<file path="src/rtl/itp_pkg.sv">
// Shared constants and helpers for the infix to postfix converter.
package itp_pkg;

    localparam int STACK_DEPTH = 32;
    localparam int CHAR_W      = 8;

    localparam logic [CHAR_W-1:0] CH_PLUS  = 8'h2B;
    localparam logic [CHAR_W-1:0] CH_MINUS = 8'h2D;
    localparam logic [CHAR_W-1:0] CH_MUL   = 8'h2A;
    localparam logic [CHAR_W-1:0] CH_DIV   = 8'h2F;
    localparam logic [CHAR_W-1:0] CH_POW   = 8'h5E;
    localparam logic [CHAR_W-1:0] CH_OPEN  = 8'h28;
    localparam logic [CHAR_W-1:0] CH_CLOSE = 8'h29;

    localparam logic CMD_CHAR = 1'b0;
    localparam logic CMD_END  = 1'b1;

    // precedence rank: unknown ranks below all real operators
    localparam logic [1:0] PREC_NONE = 2'd0;
    localparam logic [1:0] PREC_ADD  = 2'd1;
    localparam logic [1:0] PREC_MUL  = 2'd2;
    localparam logic [1:0] PREC_POW  = 2'd3;

    function automatic logic [1:0] prec_of(input logic [CHAR_W-1:0] c);
        logic [1:0] p;
        case (c)
            CH_PLUS, CH_MINUS: p = PREC_ADD;
            CH_MUL, CH_DIV:    p = PREC_MUL;
            CH_POW:            p = PREC_POW;
            default:           p = PREC_NONE;
        endcase
        return p;
    endfunction

    function automatic logic is_alnum(input logic [CHAR_W-1:0] c);
        return (c inside {[8'h30:8'h39], [8'h41:8'h5A], [8'h61:8'h7A]});
    endfunction

endpackage

</file>
<file path="src/rtl/itp_if.sv">
// Valid/ready channel interfaces for input and result words.
interface itp_in_if;
    logic       valid;
    logic       ready;
    logic       command;
    logic [7:0] character;

    modport source (output valid, command, character, input ready);
    modport sink   (input valid, command, character, output ready);
endinterface

interface itp_out_if;
    logic       valid;
    logic       ready;
    logic [7:0] out_char;
    logic       end_marker;
    logic       overflowed;
    logic       unmatched_close;
    logic       last;

    modport source (output valid, out_char, end_marker, overflowed, unmatched_close, last,
                    input ready);
    modport sink   (input valid, out_char, end_marker, overflowed, unmatched_close, last,
                    output ready);
endinterface

</file>
<file path="src/rtl/itp_ram.sv">
// Generic single-port-write, single-port-read RAM with registered read data.
module itp_ram #(
    parameter int WIDTH = 8,
    parameter int DEPTH = 32
) (
    input  logic                     i_clk,
    input  logic                     i_we,
    input  logic [$clog2(DEPTH)-1:0] i_waddr,
    input  logic [WIDTH-1:0]         i_wdata,
    input  logic                     i_re,
    input  logic [$clog2(DEPTH)-1:0] i_raddr,
    output logic [WIDTH-1:0]         o_rdata
);
    logic [WIDTH-1:0] r_mem [DEPTH];
    logic [WIDTH-1:0] r_rdata;

    always_ff @(posedge i_clk) begin
        if (i_we) begin
            r_mem[i_waddr] <= i_wdata;
        end
        if (i_re) begin
            r_rdata <= r_mem[i_raddr];
        end
    end

    assign o_rdata = r_rdata;
endmodule

</file>
<file path="src/rtl/infix_to_postfix_converter.sv">
// Top level: shunting-yard infix to postfix converter with a RAM operator stack.
//
// Input channel i_in carries one word per character (command = 0) or an end
// command (command = 1). Output channel o_out carries postfix characters; the
// end command closes with a terminator word (end_marker = 1, out_char = 0)
// that reports the sticky overflow and unmatched-close flags and clears them.
// last marks the final result word caused by each input word.
// Sequence: '(' is pushed straight from S_IDLE on acceptance. A letter or
// digit goes to S_FIN, where it is written to the output register. ')' and
// operators loop through S_RD and S_EV while top entries are popped; S_EV
// then pushes the operator or drops the matching '(' and moves to S_FIN. An
// end command pops every entry and emits the terminator in S_FIN. Each pop
// is paced by the stack RAM: S_RD presents the top address, S_EV uses its data.
// A result word sits in the output register until taken; a stalled receiver
// holds the block at its next emission while the input stays not ready.
// Reset (synchronous, active low) empties the stack, clears both flags and
// the output valid; stack RAM contents and output data are not cleared.
module infix_to_postfix_converter #(
    parameter int STACK_DEPTH = itp_pkg::STACK_DEPTH
) (
    input  logic      i_clk,
    input  logic      i_rst_n,
    itp_in_if.sink    i_in,
    itp_out_if.source o_out
);
    import itp_pkg::*;

    localparam int CW = $clog2(STACK_DEPTH + 1);
    localparam int AW = $clog2(STACK_DEPTH);
    localparam logic [CW-1:0] FULL = CW'(STACK_DEPTH);

    typedef enum logic [3:0] {
        S_IDLE = 4'b0001,
        S_RD   = 4'b0010,
        S_EV   = 4'b0100,
        S_FIN  = 4'b1000
    } t_state;

    t_state r_state, n_state;
    logic [CW-1:0] r_cnt, n_cnt;
    logic r_ovf, n_ovf, r_unf, n_unf;
    logic r_cmd, n_cmd;
    logic [CHAR_W-1:0] r_chr, n_chr;
    logic r_pv, n_pv;
    logic [CHAR_W-1:0] r_pch, n_pch;

    logic r_ov;
    logic [CHAR_W-1:0] r_o_char;
    logic r_o_end, r_o_ovf, r_o_unf, r_o_last;

    logic emit_v, emit_end, emit_ovf, emit_unf, emit_last;
    logic [CHAR_W-1:0] emit_char;

    logic we, re;
    logic [AW-1:0] waddr, raddr;
    logic [CHAR_W-1:0] wdata, rdata;

    logic out_free, accept, pop, full;
    logic [CW-1:0] cnt_m1;

    assign out_free = !r_ov || o_out.ready;
    assign i_in.ready = (r_state == S_IDLE);
    assign accept = i_in.valid && i_in.ready;
    assign full = (r_cnt == FULL);
    assign cnt_m1 = r_cnt - 1'b1;
    assign raddr = cnt_m1[AW-1:0];

    always_comb begin
        if (r_cnt == '0) begin
            pop = 1'b0;
        end else if (r_cmd == CMD_END) begin
            pop = 1'b1;
        end else if (r_chr == CH_CLOSE) begin
            pop = (rdata != CH_OPEN);
        end else begin
            pop = (prec_of(r_chr) <= prec_of(rdata));
        end
    end

    always_comb begin
        n_state = r_state;
        n_cnt   = r_cnt;
        n_ovf   = r_ovf;
        n_unf   = r_unf;
        n_cmd   = r_cmd;
        n_chr   = r_chr;
        n_pv    = r_pv;
        n_pch   = r_pch;
        emit_v    = 1'b0;
        emit_char = r_pch;
        emit_end  = 1'b0;
        emit_ovf  = 1'b0;
        emit_unf  = 1'b0;
        emit_last = 1'b0;
        we    = 1'b0;
        waddr = r_cnt[AW-1:0];
        wdata = r_chr;
        re    = 1'b0;
        case (r_state)
            S_IDLE: begin
                if (accept) begin
                    n_cmd = i_in.command;
                    n_chr = i_in.character;
                    if (i_in.command == CMD_END) begin
                        n_state = S_RD;
                    end else if (is_alnum(i_in.character)) begin
                        n_pv    = 1'b1;
                        n_pch   = i_in.character;
                        n_state = S_FIN;
                    end else if (i_in.character == CH_OPEN) begin
                        if (full) begin
                            n_ovf = 1'b1;
                        end else begin
                            we    = 1'b1;
                            wdata = i_in.character;
                            n_cnt = r_cnt + 1'b1;
                        end
                    end else begin
                        n_state = S_RD;
                    end
                end
            end
            S_RD: begin
                re      = (r_cnt != '0);
                n_state = S_EV;
            end
            S_EV: begin
                if (pop) begin
                    if (!(r_pv && !out_free)) begin
                        emit_v  = r_pv;
                        n_pv    = 1'b1;
                        n_pch   = rdata;
                        n_cnt   = cnt_m1;
                        n_state = S_RD;
                    end
                end else begin
                    if (r_cmd == CMD_CHAR) begin
                        if (r_chr == CH_CLOSE) begin
                            if (r_cnt != '0) begin
                                n_cnt = cnt_m1;
                            end else begin
                                n_unf = 1'b1;
                            end
                        end else if (full) begin
                            n_ovf = 1'b1;
                        end else begin
                            we    = 1'b1;
                            n_cnt = r_cnt + 1'b1;
                        end
                    end
                    n_state = S_FIN;
                end
            end
            S_FIN: begin
                if (out_free) begin
                    if (r_pv) begin
                        emit_v    = 1'b1;
                        emit_last = (r_cmd == CMD_CHAR);
                        n_pv      = 1'b0;
                        if (r_cmd == CMD_CHAR) begin
                            n_state = S_IDLE;
                        end
                    end else begin
                        if (r_cmd == CMD_END) begin
                            emit_v    = 1'b1;
                            emit_char = '0;
                            emit_end  = 1'b1;
                            emit_ovf  = r_ovf;
                            emit_unf  = r_unf;
                            emit_last = 1'b1;
                            n_ovf     = 1'b0;
                            n_unf     = 1'b0;
                        end
                        n_state = S_IDLE;
                    end
                end
            end
            default: n_state = S_IDLE;
        endcase
    end

    always_ff @(posedge i_clk) begin
        if (!i_rst_n) begin
            r_state <= S_IDLE;
            r_cnt   <= '0;
            r_ovf   <= 1'b0;
            r_unf   <= 1'b0;
            r_pv    <= 1'b0;
            r_ov    <= 1'b0;
        end else begin
            r_state <= n_state;
            r_cnt   <= n_cnt;
            r_ovf   <= n_ovf;
            r_unf   <= n_unf;
            r_pv    <= n_pv;
            if (emit_v) begin
                r_ov <= 1'b1;
            end else if (o_out.ready) begin
                r_ov <= 1'b0;
            end
        end
    end

    always_ff @(posedge i_clk) begin
        r_cmd <= n_cmd;
        r_chr <= n_chr;
        r_pch <= n_pch;
        if (emit_v) begin
            r_o_char <= emit_char;
            r_o_end  <= emit_end;
            r_o_ovf  <= emit_ovf;
            r_o_unf  <= emit_unf;
            r_o_last <= emit_last;
        end
    end

    assign o_out.valid           = r_ov;
    assign o_out.out_char        = r_o_char;
    assign o_out.end_marker      = r_o_end;
    assign o_out.overflowed      = r_o_ovf;
    assign o_out.unmatched_close = r_o_unf;
    assign o_out.last            = r_o_last;

    itp_ram #(
        .WIDTH(CHAR_W),
        .DEPTH(STACK_DEPTH)
    ) u_stack (
        .i_clk   (i_clk),
        .i_we    (we),
        .i_waddr (waddr),
        .i_wdata (wdata),
        .i_re    (re),
        .i_raddr (raddr),
        .o_rdata (rdata)
    );
endmodule

</file>
<file path="src/flat_wrapper.sv">
// flat-port wrapper written by rule: the top's interface ports become plain ports
module infix_to_postfix_converter_flat import itp_pkg::*;
#(
    parameter int STACK_DEPTH = itp_pkg::STACK_DEPTH
)
  (i_clk, i_rst_n, i_in_valid, i_in_command, i_in_character, i_in_ready, o_out_valid, o_out_out_char, o_out_end_marker, o_out_overflowed, o_out_unmatched_close, o_out_last, o_out_ready);
  itp_in_if i_in_i ();
  itp_out_if o_out_i ();
  input  logic i_clk;
  input  logic i_rst_n;
  input wire logic [$bits(i_in_i.valid)-1:0] i_in_valid;
  input wire logic [$bits(i_in_i.command)-1:0] i_in_command;
  input wire logic [$bits(i_in_i.character)-1:0] i_in_character;
  output wire logic [$bits(i_in_i.ready)-1:0] i_in_ready;
  output wire logic [$bits(o_out_i.valid)-1:0] o_out_valid;
  output wire logic [$bits(o_out_i.out_char)-1:0] o_out_out_char;
  output wire logic [$bits(o_out_i.end_marker)-1:0] o_out_end_marker;
  output wire logic [$bits(o_out_i.overflowed)-1:0] o_out_overflowed;
  output wire logic [$bits(o_out_i.unmatched_close)-1:0] o_out_unmatched_close;
  output wire logic [$bits(o_out_i.last)-1:0] o_out_last;
  input wire logic [$bits(o_out_i.ready)-1:0] o_out_ready;
  assign i_in_i.valid = i_in_valid;
  assign i_in_i.command = i_in_command;
  assign i_in_i.character = i_in_character;
  assign i_in_ready = i_in_i.ready;
  assign o_out_valid = o_out_i.valid;
  assign o_out_out_char = o_out_i.out_char;
  assign o_out_end_marker = o_out_i.end_marker;
  assign o_out_overflowed = o_out_i.overflowed;
  assign o_out_unmatched_close = o_out_i.unmatched_close;
  assign o_out_last = o_out_i.last;
  assign o_out_i.ready = o_out_ready;
  infix_to_postfix_converter #(.STACK_DEPTH(STACK_DEPTH)) u_core (.i_clk(i_clk), .i_rst_n(i_rst_n), .i_in(i_in_i), .o_out(o_out_i));
endmodule
</file>
<file path="config.mk">
export PLATFORM = sky130hd
export DESIGN_NAME = infix_to_postfix_converter_flat
export DESIGN_NICKNAME = d
export VERILOG_FILES = /design/src/rtl/itp_pkg.sv /design/src/rtl/itp_if.sv /design/src/rtl/itp_ram.sv /design/src/rtl/infix_to_postfix_converter.sv /design/src/flat_wrapper.sv
export SDC_FILE = /design/constraint.sdc
export NUM_CORES = 1
export LEC_CHECK = 0
export ABC_AREA = 1
export ABC_CLOCK_PERIOD_IN_PS = 3250
export BUFFER_PORTS_ARGS = -buffer_cell sky130_fd_sc_hd__buf_2
export CAP_MARGIN = 30
export CORE_MARGIN = 5
export CORE_UTILIZATION = 30
export DETAILED_ROUTE_END_ITERATION = 6
export REMOVE_ABC_BUFFERS = 1
export SKIP_CTS_REPAIR_TIMING = 1
export SKIP_LAST_GASP = 1
export SYNTH_ARGS = -nofsm -noshare
export SYNTH_HDL_FRONTEND = slang
export SYNTH_HIERARCHICAL = 1
export SYNTH_SLANG_ARGS = --single-unit
</file>
<file path="constraint.sdc">
create_clock -name i_clk -period 3.25 [get_ports i_clk]
set_input_delay 0.325 -clock i_clk [delete_from_list [all_inputs] [get_ports i_clk]]
set_output_delay 0.325 -clock i_clk [all_outputs]
set_load 0.01 [all_outputs]
</file>
# Yosys cells after proc, flatten, opt, wreduce, memory -nomap -nowiden
# Memories as Yosys holds them, arrays and structs flattened. A register that Yosys moved wholly into a read port is not among the register bits.
# Cells that the tools add are included.
# word_totals
regBits,43
mem_bits_rw,256
in_bits,13
word_cells,187
memories,1
# classes
n_addsub,2
n_lt_le_gt_ge,7
n_eq_ne,38
mux,93
bitwise_logic,3
n_reduce_logical,29
# memory_table
name,depth,width,rd,rd_clocked_by_memory_dff,wr,line,text
u_core.u_stack.r_mem,32,8,1,1,1,itp_ram.sv:14,logic [WIDTH-1:0] r_mem [DEPTH];
# op_table
cell,count
8-bit two-way mux,15
8-bit by 6-bit == test with 1-bit output (second input constant),10
6-bit two-way mux,10
1-bit two-way mux,43
4-bit two-way mux,9
2-bit inequality test (second input constant),11
8-bit by 7-bit == test with 1-bit output (second input constant),2
8-bit by 7-bit >= comparator with 1-bit output (second input constant),2
8-bit by 7-bit less-or-equal comparator with 1-bit output (second input constant),2
4-bit one-hot mux with 4 select lines,1
8-bit one-hot mux with 2 select lines,1
8-bit AND reduction,2
2-bit two-way mux,6
2-bit one-hot mux with 3 select lines,2
6-bit one-hot mux with 2 select lines,1
11-bit AND reduction,1
3-bit inequality test (second input constant),3
8-bit by 6-bit >= comparator with 1-bit output (second input constant),1
8-bit by 6-bit less-or-equal comparator with 1-bit output (second input constant),1
2-bit by 1-bit inequality test with 1-bit output (second input constant),4
8-bit by 6-bit inequality test with 1-bit output (second input constant),1
2-bit OR reduction,4
7-bit AND reduction,1
6-bit by 1-bit adder with 6-bit output (second input constant),1
other kinds (24),38

# Logic depth before layout (Yosys ltp)
# Gate-level depths: netlist of run 1.
# logic_depth
word_depth,14
depth_mapped,18
depth_no_buf,18

# Cells and area by module
# The synthesis of run 1 kept the hierarchy.
# by_module_without_submodules
mod,n_inst,cells_each,area_per_inst_um2
itp_ram,1,922,10866.7
infix_to_postfix_converter,1,362,2753.9

# Least setup slack after synthesis of run 1
# OpenSTA, ideal clock, no wires.
# synth_path
kind,register -> register
from,register u_core.u_stack.r_rdata[0] (netlist: u_core/u_stack/o_rdata[0]) (read register of u_core.u_stack.r_mem)
to,"memory u_core.u_stack.r_mem[11][0], enable pin"
t_arrival_ns,2.661
required_time_ns,2.880
slack_ns,0.219
stages_incl_launch_ff,16
n_path_buf,0
synth_period_minus_slack_ns,3.031
path_cell_list,edfxtp_1 > nor2_1 > nand2_1 > nor4_1 > a21oi_1 > ha_1 > inv_1 > o21bai_1 > nand2_1 > nand2_2 > nand3_4 > nand2_1 > nand2_1 > o21ai_0 > nand3_1 > nor2_1
# synth_between
elab_chain_cells,14
elab_cells_between_ends,20
# synth_rtl
element,line,text
from (decl),itp_ram.sv:15,logic [WIDTH-1:0] r_rdata;
8-bit by 6-bit == test with 1-bit output,itp_pkg.sv:26,case (c)
2-bit OR reduction,itp_pkg.sv:26,
2-bit one-hot mux with 3 select lines,itp_pkg.sv:26,
2-bit two-way mux,infix_to_postfix_converter.sv:73,end else if (r_chr == CH_CLOSE) begin
2-bit two-way mux,infix_to_postfix_converter.sv:71,end else if (r_cmd == CMD_END) begin
2-bit two-way mux,infix_to_postfix_converter.sv:69,if (r_cnt == '0) begin
2-bit less-or-equal comparator,infix_to_postfix_converter.sv:76,pop = (prec_of(r_chr) <= prec_of(rdata));
1-bit two-way mux *,infix_to_postfix_converter.sv:73,
1-bit two-way mux *,infix_to_postfix_converter.sv:71,
1-bit two-way mux *,infix_to_postfix_converter.sv:69,
1-bit two-way mux *,infix_to_postfix_converter.sv:128,if (pop) begin
1-bit one-hot mux with 2 select lines *,infix_to_postfix_converter.sv:99,case (r_state)
named net u_core.we,infix_to_postfix_converter.sv:54,"logic we, re;"
1-bit two-way mux *,itp_ram.sv:18,if (i_we) begin
1-bit two-way mux (implied by the code) *,itp_ram.sv:19,r_mem[i_waddr] <= i_wdata;
to (decl),itp_ram.sv:14,
# The timed path passes the listed nets; every way through them passes the cells marked *. The select of a mux whose other input is x is not followed.

# Worst setup path in the final report of run 1
# layout_path
from,register u_core.r_chr[7]
to,"memory u_core.u_stack.r_mem[8][5], enable pin"
# layout_between
elab_chain_cells,14
elab_cells_between_ends,22
# layout_rtl
element,line,text
from (decl),infix_to_postfix_converter.sv:43,"logic [CHAR_W-1:0] r_chr, n_chr;"
from (signal assigned),infix_to_postfix_converter.sv:206,r_chr <= n_chr;
8-bit by 6-bit == test with 1-bit output,itp_pkg.sv:26,
2-bit OR reduction,itp_pkg.sv:26,
2-bit one-hot mux with 3 select lines,itp_pkg.sv:26,
2-bit two-way mux,infix_to_postfix_converter.sv:73,
2-bit two-way mux,infix_to_postfix_converter.sv:71,
2-bit two-way mux,infix_to_postfix_converter.sv:69,
2-bit less-or-equal comparator,infix_to_postfix_converter.sv:76,
1-bit two-way mux,infix_to_postfix_converter.sv:73,
1-bit two-way mux,infix_to_postfix_converter.sv:71,
1-bit two-way mux,infix_to_postfix_converter.sv:69,
1-bit two-way mux *,infix_to_postfix_converter.sv:128,
1-bit one-hot mux with 2 select lines *,infix_to_postfix_converter.sv:99,
named net u_core.we,infix_to_postfix_converter.sv:54,
1-bit two-way mux *,itp_ram.sv:18,
1-bit two-way mux (implied by the code) *,itp_ram.sv:19,
# Marks and branches as above.

==> key figures, run 1 <==
STA
  • Slew Viols, Final: 0
  • Least-Margin Pin Slew: 0.796 ns
  • Setup ws final: 0.209 ns
  • F_max: 329 MHz
  • Max transition margin: 46.9%
  • Setup violators final: 0
  • Hold Violations, Final: 0
  • Part of the cycle the worst path needs: 93.6%
  • Smallest hold slack: 0.0405 ns
  • Final Skew: 0.0146 ns
  • RSZ-0062 raised after global routing: yes
  • Final min period: 3.04 ns

Final layout
  • Layout cells sized above 1: 15.5%
  • Finished Layout Cells: 1990
  • Finished Cell Area: 16000 sq um
  • ANT cells: 0
  • Post-Route Utilization: 35.3%
  • Area grow syn2layout: 17.2%
  • Post-layout nets: 1383

Synth
  • Synthesized area per cell: 10.6 sq um
  • Sequential share of the synthesized area: 66.7%
  • Yosys reg bits: 307
  • EDFF count, synth: 293
  • Synthesized area: 13600 sq um
  • Syn. warnings: 6
  • Cells after Synth: 1284
  • Synth Area in XOR/XNOR: 0.257%
  • Post-synth top cells: nand2_1, edfxtp_1, nand3_1
  • Largest family of logic cells by synthesized area: simple AND/OR/NAND/NOR gates
  • Adder-cell share of the synthesized area: 0.551%
  • Post-synthesis mux area share: 0%
  • Top_reg_cell synth: edfxtp_1
  • Post-Synth Simple-Gate Area: 25.2%
  • Yosys top cell area share: 64.6%
  • Area leader, netlist: edfxtp_1
  • Top post-synthesis cells by area: edfxtp_1, nand2_1, nand3_1
  • Count of cell types in the netlist: 43
  • Synth Area in Compound Gates: 1.95%
  • Ys async rst share: 0%
  • Most common cell in the synthesized netlist: nand2_1

Global route
  • Vias in the first global route: 9185
  • Largest net degree at the start of global routing: 81
  • Antenna violations before repair: 0
  • Tot GR Track Use: 13.0%
  • Total gr overflow: 0
  • First-pass GRT wire length: 51700 um

Setup path
  • Reg2Reg Setup Slack: 0.21 ns
  • Arrival time at the worst endpoint: 3.26 ns
  • Worst setup EP type: flop
  • Data required, critical path: 3.47 ns
  • Crit-path max FO: 8
  • Worst R2R Path Depth: 18
  • R2r startpoint: u_core/r_chr[7]$_DFFE_PP_
  • Critical path type: reg2reg
  • R2R Path End: u_core/u_stack/r_mem[8][5]$_DFFE_PP_
  • Startpoint types: flop

Power
  • Leak Pwr: 6.04 nW
  • Power Dens Cells: 799 nW/um^2
  • Peak VDD IR: 0.680 mV

Place
  • Total placed cells including tap cells: 1922
  • Setup WS pre-CTS: 0.139 ns
  • Area post-placement: 14700 sq um
  • Placer Congestion: 0.830
  • Hpwl dp: 20500 um
  • Port Buf Inserts: 26

Routing
  • Total wire length: 33200 um
  • 1st-pass router iterations: 6
  • DRC viols: 0
  • Routed via count: 9394
  • Post-DR wirelength/cell: 16.7 um
  • Post-DRT Antenna Nets: 0
  • Vias per inst: 4.72
  • Drt initial violations: 813

Die
  • Core ar.: 45200 sq um
  • Starting Density: 30.1%
  • DIE HEIGHT: 223 um
  • Floorplan row count: 78
  • DIE WIDTH: 223 um
  • Die area: 49800 sq um
  • Io pins: 27

CTS
  • Clock Path Buffers: 3
  • H-tree levels: 2
  • Worst-path clk slew: 0.06 ns
  • Clock Latency Late Sink: 0.52 ns
  • Root buffer cell: clkbuf_16
  • # clock sinks: 307
  • CTS tree: yes
  • CTS buffer count: 34

Hold path
  • Worst Hold Path Cells: 1
  • Hold Path Class: in2reg
  • Critical hold path startpoint: i_in_character[7]
  • Hold Path Sink: u_core/r_chr[7]$_DFFE_PP_

Run
  • Max-cap violations: 0

Run status
  • Status: completed
[worst max-delay path by stage]
stage                                             start                               endpoint  slack, ns  cells past startpoint
detailed placement  u_core/u_stack/o_rdata[0]$_DFFE_PP_  u_core/u_stack/r_mem[17][4]$_DFFE_PP_       0.14                     18
global placement    u_core/u_stack/o_rdata[0]$_DFFE_PP_  u_core/u_stack/r_mem[15][7]$_DFFE_PP_       0.16                     18
global route                  u_core/r_chr[7]$_DFFE_PP_   u_core/u_stack/r_mem[0][0]$_DFFE_PP_      -0.06                     18
finish                        u_core/r_chr[7]$_DFFE_PP_   u_core/u_stack/r_mem[8][5]$_DFFE_PP_       0.21                     18
CTS                 u_core/u_stack/o_rdata[1]$_DFFE_PP_  u_core/u_stack/r_mem[21][3]$_DFFE_PP_       0.09                     19
floorplan                  u_core/r_cnt[0]$_SDFFE_PN0P_    u_core/u_stack/o_rdata[0]$_DFFE_PP_      -2.12                     10
[critical path, stage by stage (launching register included)]
cell      delay (ns)
edfxtp_1        0.42
inv_2           0.09
nand4_1         0.09
nor4_2          0.33
buf_4           0.16
a21oi_1         0.04
ha_1            0.29
nand2_1         0.06
nand2_1         0.06
nand2_2         0.08
nand3_4         0.09
nand2_4         0.07
nand2_1         0.06
o21ai_1         0.15
buf_4           0.17
nand3_2         0.12
buf_6           0.16
nor2_1          0.12
buf_4           0.20
[where the power goes]
| part | leakage [nW] | switching, mW | total (mW) | internal [mW] |
|---|---|---|---|---|
| sequential | 2.75 | 0.0923 | 4.73 | 4.64 |
| clock | 0.523 | 1.50 | 3.72 | 2.22 |
| combinational | 2.76 | 3.08 | 4.31 | 1.23 |
[cells in the final DEF (no fill, tap or decap), types with 6 or more instances in the layout]
master     Yosys  layout
a21oi_1       11      11
buf_2         16      26
buf_4          4      52
buf_6         24      15
clkbuf_1       8       9
clkbuf_16      0      35
clkinv_1       1       9
dfxtp_1       14      14
edfxtp_1     293     293
ha_1           6       6
inv_1         72      68
inv_2          8      10
nand2_1      437     436
nand3_1      222     218
nand3_2        3       7
nand4_1        6       6
nor2_1        85      63
nor2_2         6      25
nor3_1         6       6
o21ai_0       19      18
[logic make-up (layout without fill, tap and decap cells)]
family | after synthesis | in the layout
simple gates | 786 | 786
buf+inv | 136 | 242
fa+ha+maj | 6 | 6
xor+xnor | 4 | 4
compound gates | 45 | 45
flops | 307 | 307
[flip-flops by register name, indices dropped and copies added (netlist names), 4 cells and up]
signal                  flops
u_core/r_pch                8
u_core/u_stack/r_mem      256
u_core/r_chr                8
u_core/o_out.out_char       8
u_core/u_stack/o_rdata      8
u_core/r_state              4
u_core/r_cnt                6
[routing by layer]
layer	global-route usage [%]	vias up	wire length [um]
met3	2.32	56	2340
met1	18.4	4465	15100
li1	-	4532	-
met4	3.58	0	755
met5	0	-	0
met2	20.5	341	15000
[cell type report]
| class | instances | area, sq um |
|---|---|---|
| Fill cell | 4468 | 29200 |
| Multi-Input combinational cell | 841 | 3940 |
| Inverter | 82 | 315 |
| Tap cell | 600 | 751 |
| Clock inverter | 15 | 139 |
| Sequential cell | 307 | 9080 |
| Timing Repair Buffer | 98 | 797 |
| Clock buffer | 47 | 951 |
[per-stage QoR]
stage / power (mW) / TNS (ns)
5_1_grt: 13.5 / -7.18
3_5_place_dp: 9.03 / 0
4_1_cts: 12.8 / 0
2_1_floorplan: 7.53 / -611.47
3_3_place_gp: 8.95 / 0
6_report: 12.8 / 0
Note: power is estimated with default switching activity, not from simulation.
==> run 2: changes to the inputs <==
--- a/config.mk
+++ b/config.mk
@@ -7,11 +7,12 @@
 export LEC_CHECK = 0
 export ABC_AREA = 1
 export ABC_CLOCK_PERIOD_IN_PS = 3250
-export BUFFER_PORTS_ARGS = -buffer_cell sky130_fd_sc_hd__buf_2
 export CAP_MARGIN = 30
 export CORE_MARGIN = 5
 export CORE_UTILIZATION = 30
 export DETAILED_ROUTE_END_ITERATION = 6
+export DONT_BUFFER_PORTS = 1
+export PLACE_DENSITY = 0.57
 export REMOVE_ABC_BUFFERS = 1
 export SKIP_CTS_REPAIR_TIMING = 1
 export SKIP_LAST_GASP = 1
==> key figures, run 2 (synthesis gave the netlist of run 1 again) <==
Final layout
  • Commonest non-fill, non-tap cell in the layout: nand2_1 (unchanged)
  • Max reg flops: 256 (unchanged)
  • Finished Cell Area: 16100 sq um (was 16000 sq um)
  • Area grow syn2layout: 18.5% (was 17.2%)
  • Post-Route Utilization: 35.7% (was 35.3%)
  • Fillers: 4481 (was 4468)
  • Most frequent cells in the layout: nand2_1, edfxtp_1, nand3_1, inv_1, nor2_1 (unchanged)
  • ANT cells: 0 (unchanged)
  • Post-layout nets: 1363 (was 1383)
  • Largest reg by FF count: u_core/u_stack/r_mem (unchanged)
  • Layout cells sized above 1: 14.9% (was 15.5%)

STA
  • Final min period: 3.19 ns (was 3.04 ns)
  • F_max: 313 MHz (was 329 MHz)
  • Slew Viols, Final: 0 (unchanged)
  • Final Skew: 0.00675 ns (was 0.0146 ns)
  • Setup violators final: 0 (unchanged)
  • RSZ-0062 raised after global routing: yes (unchanged)
  • Part of the cycle the worst path needs: 98.2% (was 93.6%)
  • Least-Margin Pin Slew: 0.710 ns (was 0.796 ns)
  • Max transition margin: 52.7% (was 46.9%)
  • TNS Setup: 0 ns (unchanged)
  • Hold Violations, Final: 0 (unchanged)

Routing
  • 1st-pass router iterations: 5 (was 6)
  • Total wire length: 34100 um (was 33200 um)
  • DRC viols: 0 (unchanged)
  • Drt initial violations: 935 (was 813)
  • Post-DR wirelength/cell: 17.3 um (was 16.7 um)
  • Post-DRT Antenna Nets: 0 (unchanged)
  • Routed via count: 9397 (was 9394)
  • Vias per inst: 4.78 (was 4.72)

Place
  • Port Buf Inserts: 0 (was 26)
  • Area post-placement: 14500 sq um (was 14700 sq um)
  • Placer Congestion: 0.843 (was 0.830)
  • Hpwl dp: 20900 um (was 20500 um)

Die
  • Io pins: 27 (unchanged)
  • Core ar.: 45200 sq um (unchanged)
  • Starting Density: 30.1% (unchanged)
  • Floorplan row count: 78 (unchanged)
  • Die area: 49800 sq um (unchanged)
  • DIE HEIGHT: 223 um (unchanged)
  • DIE WIDTH: 223 um (unchanged)

CTS
  • Clock Latency Late Sink: 0.52 ns (about the same)
  • Root buffer cell: clkbuf_16 (unchanged)
  • CTS buffer count: 34 (unchanged)
  • H-tree levels: 2 (unchanged)
  • # clock sinks: 307 (unchanged)
  • Clock Path Buffers: 3 (unchanged)
  • CTS tree: yes (unchanged)
  • Worst-path clk slew: 0.06 ns (about the same)

Power
  • Peak VDD IR: 0.472 mV (was 0.680 mV)
  • Power Dens Cells: 793 nW/um^2 (was 799 nW/um^2)
  • Leak Pwr: 5.99 nW (was 6.04 nW)

Setup path
  • Startpoint types: flop (unchanged)
  • Worst setup EP type: flop (unchanged)
  • Critical path type: reg2reg (unchanged)
  • Data required, critical path: 3.48 ns (was 3.47 ns)
  • Arrival time at the worst endpoint: 3.43 ns (was 3.26 ns)
  • Crit-path max FO: 8 (unchanged)

Global route
  • Largest net degree at the start of global routing: 68 (was 81)
  • Total gr overflow: 0 (unchanged)
  • Antenna violations before repair: 0 (unchanged)
  • First-pass GRT wire length: 51900 um (was 51700 um)
  • Vias in the first global route: 9106 (was 9185)
  • Tot GR Track Use: 13.2% (was 13.0%)

Run
  • Max-cap violations: 0 (unchanged)

Run status
  • Status: completed (unchanged)

Hold path
  • Hold Path Class: in2reg (unchanged)
[run 2: cell types whose count changed in the layout (fill, tap and decap cells not counted), moves of 10 or more]
cell	change
buf_2	-26
buf_4	-24
buf_6	+18
dlygate4sd3_1	+10
nor2_1	-17
nor2_4	+16
[run 2: worst paths after layout]
check,end,start,cells past startpoint,slack (ns)
setup / recovery,u_core/u_stack/r_mem[13][3]$_DFFE_PP_,u_core/u_stack/o_rdata[1]$_DFFE_PP_,19,0.06
hold / removal,u_core/r_state[1]$_SDFFE_PN0P_,i_rst_n,2,0.001
setup reg to reg,u_core/u_stack/r_mem[13][3]$_DFFE_PP_,u_core/u_stack/o_rdata[1]$_DFFE_PP_,19,0.06
hold reg to reg,u_core/r_unf$_SDFFE_PN0P_,u_core/r_unf$_SDFFE_PN0P_,2,0.46
[run 2: report_power, final]
part / internal [mW] / switching, mW
clock: 2.23 / 1.52
sequential: 4.64 / 0.101
combinational: 1.21 / 3.11
total: 8.08 / 4.72
[run 2: cell type report]
cell class	instances	area [sq um]	area share, %
well taps	600	751	4.65
flip-flops and latches	307	9080	56.3
clock inverters	15	170	1.05
multi-input cells	841	4100	25.4
repair buffers	78	817	5.06
clock buffers	44	910	5.64
inverters	82	315	1.95
[run 2: stage by stage]
| step | power [mW] | std cells | hold slack (ns) | setup WS [ns] |
|---|---|---|---|---|
| after floorplan | 7.53 | 1230 | 0.410 | -2.12 |
| after global placement | 8.93 | 1892 | 0.420 | 0.170 |
| after detailed placement | 8.98 | 1893 | 0.422 | 0.116 |
| after CTS | 12.7 | 1952 | -0.123 | 0.0931 |
| after global routing | 13.6 | 1967 | 0.00541 | -0.103 |
| final | 12.8 | 1967 | 0.00113 | 0.0590 |
[run 2: critical path: stages (launching register included)]
cell      delay (ns)
edfxtp_1        0.37
inv_2           0.07
nor2_2          0.12
nand2_1         0.08
nor4_2          0.35
a21oi_1         0.08
ha_1            0.31
inv_1           0.04
o21bai_1        0.14
nand2_1         0.08
nand2_2         0.07
nand3_4         0.11
nand2_2         0.10
nand2_2         0.05
o21ai_1         0.14
buf_4           0.21
nand3_4         0.09
buf_12          0.19
nor2_4          0.12
buf_6           0.15
[run 2: routing by layer]
metal | GRT usage, % | vias to the layer above | wire (um)
met3 | 2.93 | 62 | 2110
met5 | 0 | - | 0
met4 | 3.56 | 0 | 708
li1 | - | 4494 | -
met2 | 20.9 | 263 | 15700
met1 | 18.4 | 4578 | 15500
==> run 3: changes to the inputs <==
--- a/config.mk
+++ b/config.mk
@@ -9,10 +9,10 @@
 export ABC_CLOCK_PERIOD_IN_PS = 3250
 export CAP_MARGIN = 30
 export CORE_MARGIN = 5
-export CORE_UTILIZATION = 30
+export CORE_UTILIZATION = 57
 export DETAILED_ROUTE_END_ITERATION = 6
 export DONT_BUFFER_PORTS = 1
-export PLACE_DENSITY = 0.57
+export PLACE_DENSITY = 0.87
 export REMOVE_ABC_BUFFERS = 1
 export SKIP_CTS_REPAIR_TIMING = 1
 export SKIP_LAST_GASP = 1
==> key figures, run 3 (synthesis gave the netlist of run 1 again) <==
Setup path
  • Data required, critical path: 3.52 ns (was 3.48 ns)
  • Critical path type: reg2reg (unchanged)
  • Crit-path max FO: 8 (unchanged)
  • Worst R2R Path Depth: 18 (was 19)
  • Startpoint types: flop (unchanged)
  • Arrival time at the worst endpoint: 3.49 ns (was 3.43 ns)
  • Worst setup EP type: flop (unchanged)

Final layout
  • Max reg flops: 256 (unchanged)
  • Commonest non-fill, non-tap cell in the layout: nand2_1 (unchanged)
  • Multi-input gate area: 4060 sq um (was 4100 sq um)
  • ANT cells: 0 (unchanged)
  • Area grow syn2layout: 13.8% (was 18.5%)
  • Layout cells sized above 1: 14.1% (was 14.9%)
  • Finished Layout Cells: 1679 (was 1967)
  • Post-layout nets: 1356 (was 1363)
  • Most frequent cells in the layout: nand2_1, edfxtp_1, nand3_1, inv_1, nor2_1 (unchanged)
  • Fillers: 1557 (was 4481)
  • Reg area: 9080 sq um (unchanged)
  • Largest reg by FF count: u_core/u_stack/r_mem (unchanged)

STA
  • Setup ws final: 0.0307 ns (was 0.0590 ns)
  • Least-Margin Pin Slew: 0.686 ns (was 0.710 ns)
  • Part of the cycle the worst path needs: 99.1% (was 98.2%)
  • TNS Setup: 0 ns (unchanged)
  • Setup violators final: 0 (unchanged)
  • Max transition margin: 54.2% (was 52.7%)
  • Final min period: 3.22 ns (was 3.19 ns)
  • Slew Viols, Final: 0 (unchanged)
  • Smallest hold slack: -0.0420 ns (was 0.00113 ns)
  • F_max: 311 MHz (was 313 MHz)
  • Final Skew: 0.0121 ns (was 0.00675 ns)
  • Hold Violations, Final: 2 (was 0)

Place
  • Total placed cells including tap cells: 1610 (was 1893)
  • Port Buf Inserts: 0 (unchanged)
  • Setup WS pre-CTS: 0.122 ns (was 0.116 ns)
  • Hpwl dp: 19300 um (was 20900 um)
  • Placer Congestion: 0.907 (was 0.843)

Die
  • Floorplan row count: 56 (was 78)
  • Die area: 27100 sq um (was 49800 sq um)
  • Starting Density: 58.0% (was 30.1%)
  • Core ar.: 23500 sq um (was 45200 sq um)
  • Io pins: 27 (unchanged)
  • DIE WIDTH: 165 um (was 223 um)
  • DIE HEIGHT: 165 um (was 223 um)

Power
  • Leak Pwr: 5.88 nW (was 5.99 nW)
  • Power Dens Cells: 797 nW/um^2 (was 793 nW/um^2)
  • Peak VDD IR: 0.606 mV (was 0.472 mV)

Global route
  • Total gr overflow: 0 (unchanged)
  • Largest net degree at the start of global routing: 67 (was 68)
  • Antenna violations before repair: 0 (unchanged)
  • Tot GR Track Use: 23.3% (was 13.2%)
  • Vias in the first global route: 9165 (was 9106)
  • First-pass GRT wire length: 49200 um (was 51900 um)

Routing
  • Drt initial violations: 1294 (was 935)
  • Routed via count: 9923 (was 9397)
  • Vias per inst: 5.91 (was 4.78)
  • 1st-pass router iterations: 7 (was 5)
  • Post-DR wirelength/cell: 19.7 um (was 17.3 um)
  • DRC viols: 0 (unchanged)
  • Post-DRT Antenna Nets: 0 (unchanged)
  • Total wire length: 33100 um (was 34100 um)

Hold path
  • Hold Path Class: in2reg (unchanged)
  • Worst Hold Path Cells: 2 (unchanged)

CTS
  • Worst-path clk slew: 0.06 ns (about the same)
  • Root buffer cell: clkbuf_16 (unchanged)
  • # clock sinks: 307 (unchanged)
  • H-tree levels: 1 (was 2)
  • CTS tree: yes (unchanged)
  • Clock Latency Late Sink: 0.57 ns (was 0.52 ns)
  • CTS buffer count: 29 (was 34)
  • Clock Path Buffers: 3 (unchanged)

Run status
  • Failing checks: hold timing
  • Status: finished, violations left (was completed)

Run
  • Max-cap violations: 0 (unchanged)
## run 3: cell count changes in the layout (fill, tap and decap cells not counted), moves of 3 or more
cell / delta
nor2_2: -5
clkbuf_1: -4
clkinv_1: +3
buf_4: +8
clkinv_2: +5
nor2_1: +7
clkbuf_16: -6
buf_6: -8
## run 3: cell type report
type	instances	area share [%]
multi-input combinational	841	26.2
clock buffer	35	4.89
inverter	82	2.03
timing repair buffer	76	4.90
clock inverter	19	0.831
sequential	307	58.6
tap	319	2.57
## run 3: worst paths after layout
kind	startpoint	to	slack, ns
max	u_core/u_stack/o_rdata[5]$_DFFE_PP_	u_core/u_stack/r_mem[21][5]$_DFFE_PP_	0.03
min	i_in_character[3]	u_core/r_pch[3]$_DFFE_PP_	-0.04
max reg2reg	u_core/u_stack/o_rdata[5]$_DFFE_PP_	u_core/u_stack/r_mem[21][5]$_DFFE_PP_	0.03
min reg2reg	u_core/r_ovf$_SDFFE_PN0P_	u_core/r_ovf$_SDFFE_PN0P_	0.46
## run 3: metrics by stage
| step | hold WS [ns] | power [mW] | instance area (sq um) | utilization [%] |
|---|---|---|---|---|
| floorplan | 0.410 | 7.53 | 13200 | - |
| global placement | 0.418 | 8.69 | 14100 | 60.1 |
| detailed placement | 0.422 | 8.82 | 14100 | 60.1 |
| CTS | -0.154 | 12.0 | 15000 | 63.9 |
| global route | -0.0187 | 12.9 | 15500 | 66.0 |
| finish | -0.0420 | 12.4 | 15500 | 66.0 |
## run 3: per-layer routing
layer / wire length, um / global-route usage, %
met1: 12200 / 32.5
met2: 16100 / 37.9
met3: 3750 / 3.59
met4: 1140 / 8.09
met5: 0 / 0
## run 3: report_power, final
part	switching, mW	internal, mW	total, mW
clock	1.42	1.74	3.16
sequential	0.105	4.64	4.74
combinational	3.23	1.22	4.45
total	4.75	7.60	12.4
## run 3: worst max-delay path, stage by stage, from the launching register on
cell and delay [ns]:
edfxtp_1 0.42, nor2_1 0.13, nand2_1 0.10, nor4_2 0.39
a21oi_1 0.10, ha_1 0.31, inv_1 0.04, o21bai_1 0.14
nand2_1 0.09, nand2_2 0.08, nand3_4 0.07, nand2_2 0.10
nand2_2 0.07, o21ai_2 0.16, buf_6 0.17, nand3_4 0.10
buf_12 0.19, nor2_4 0.12, buf_6 0.16
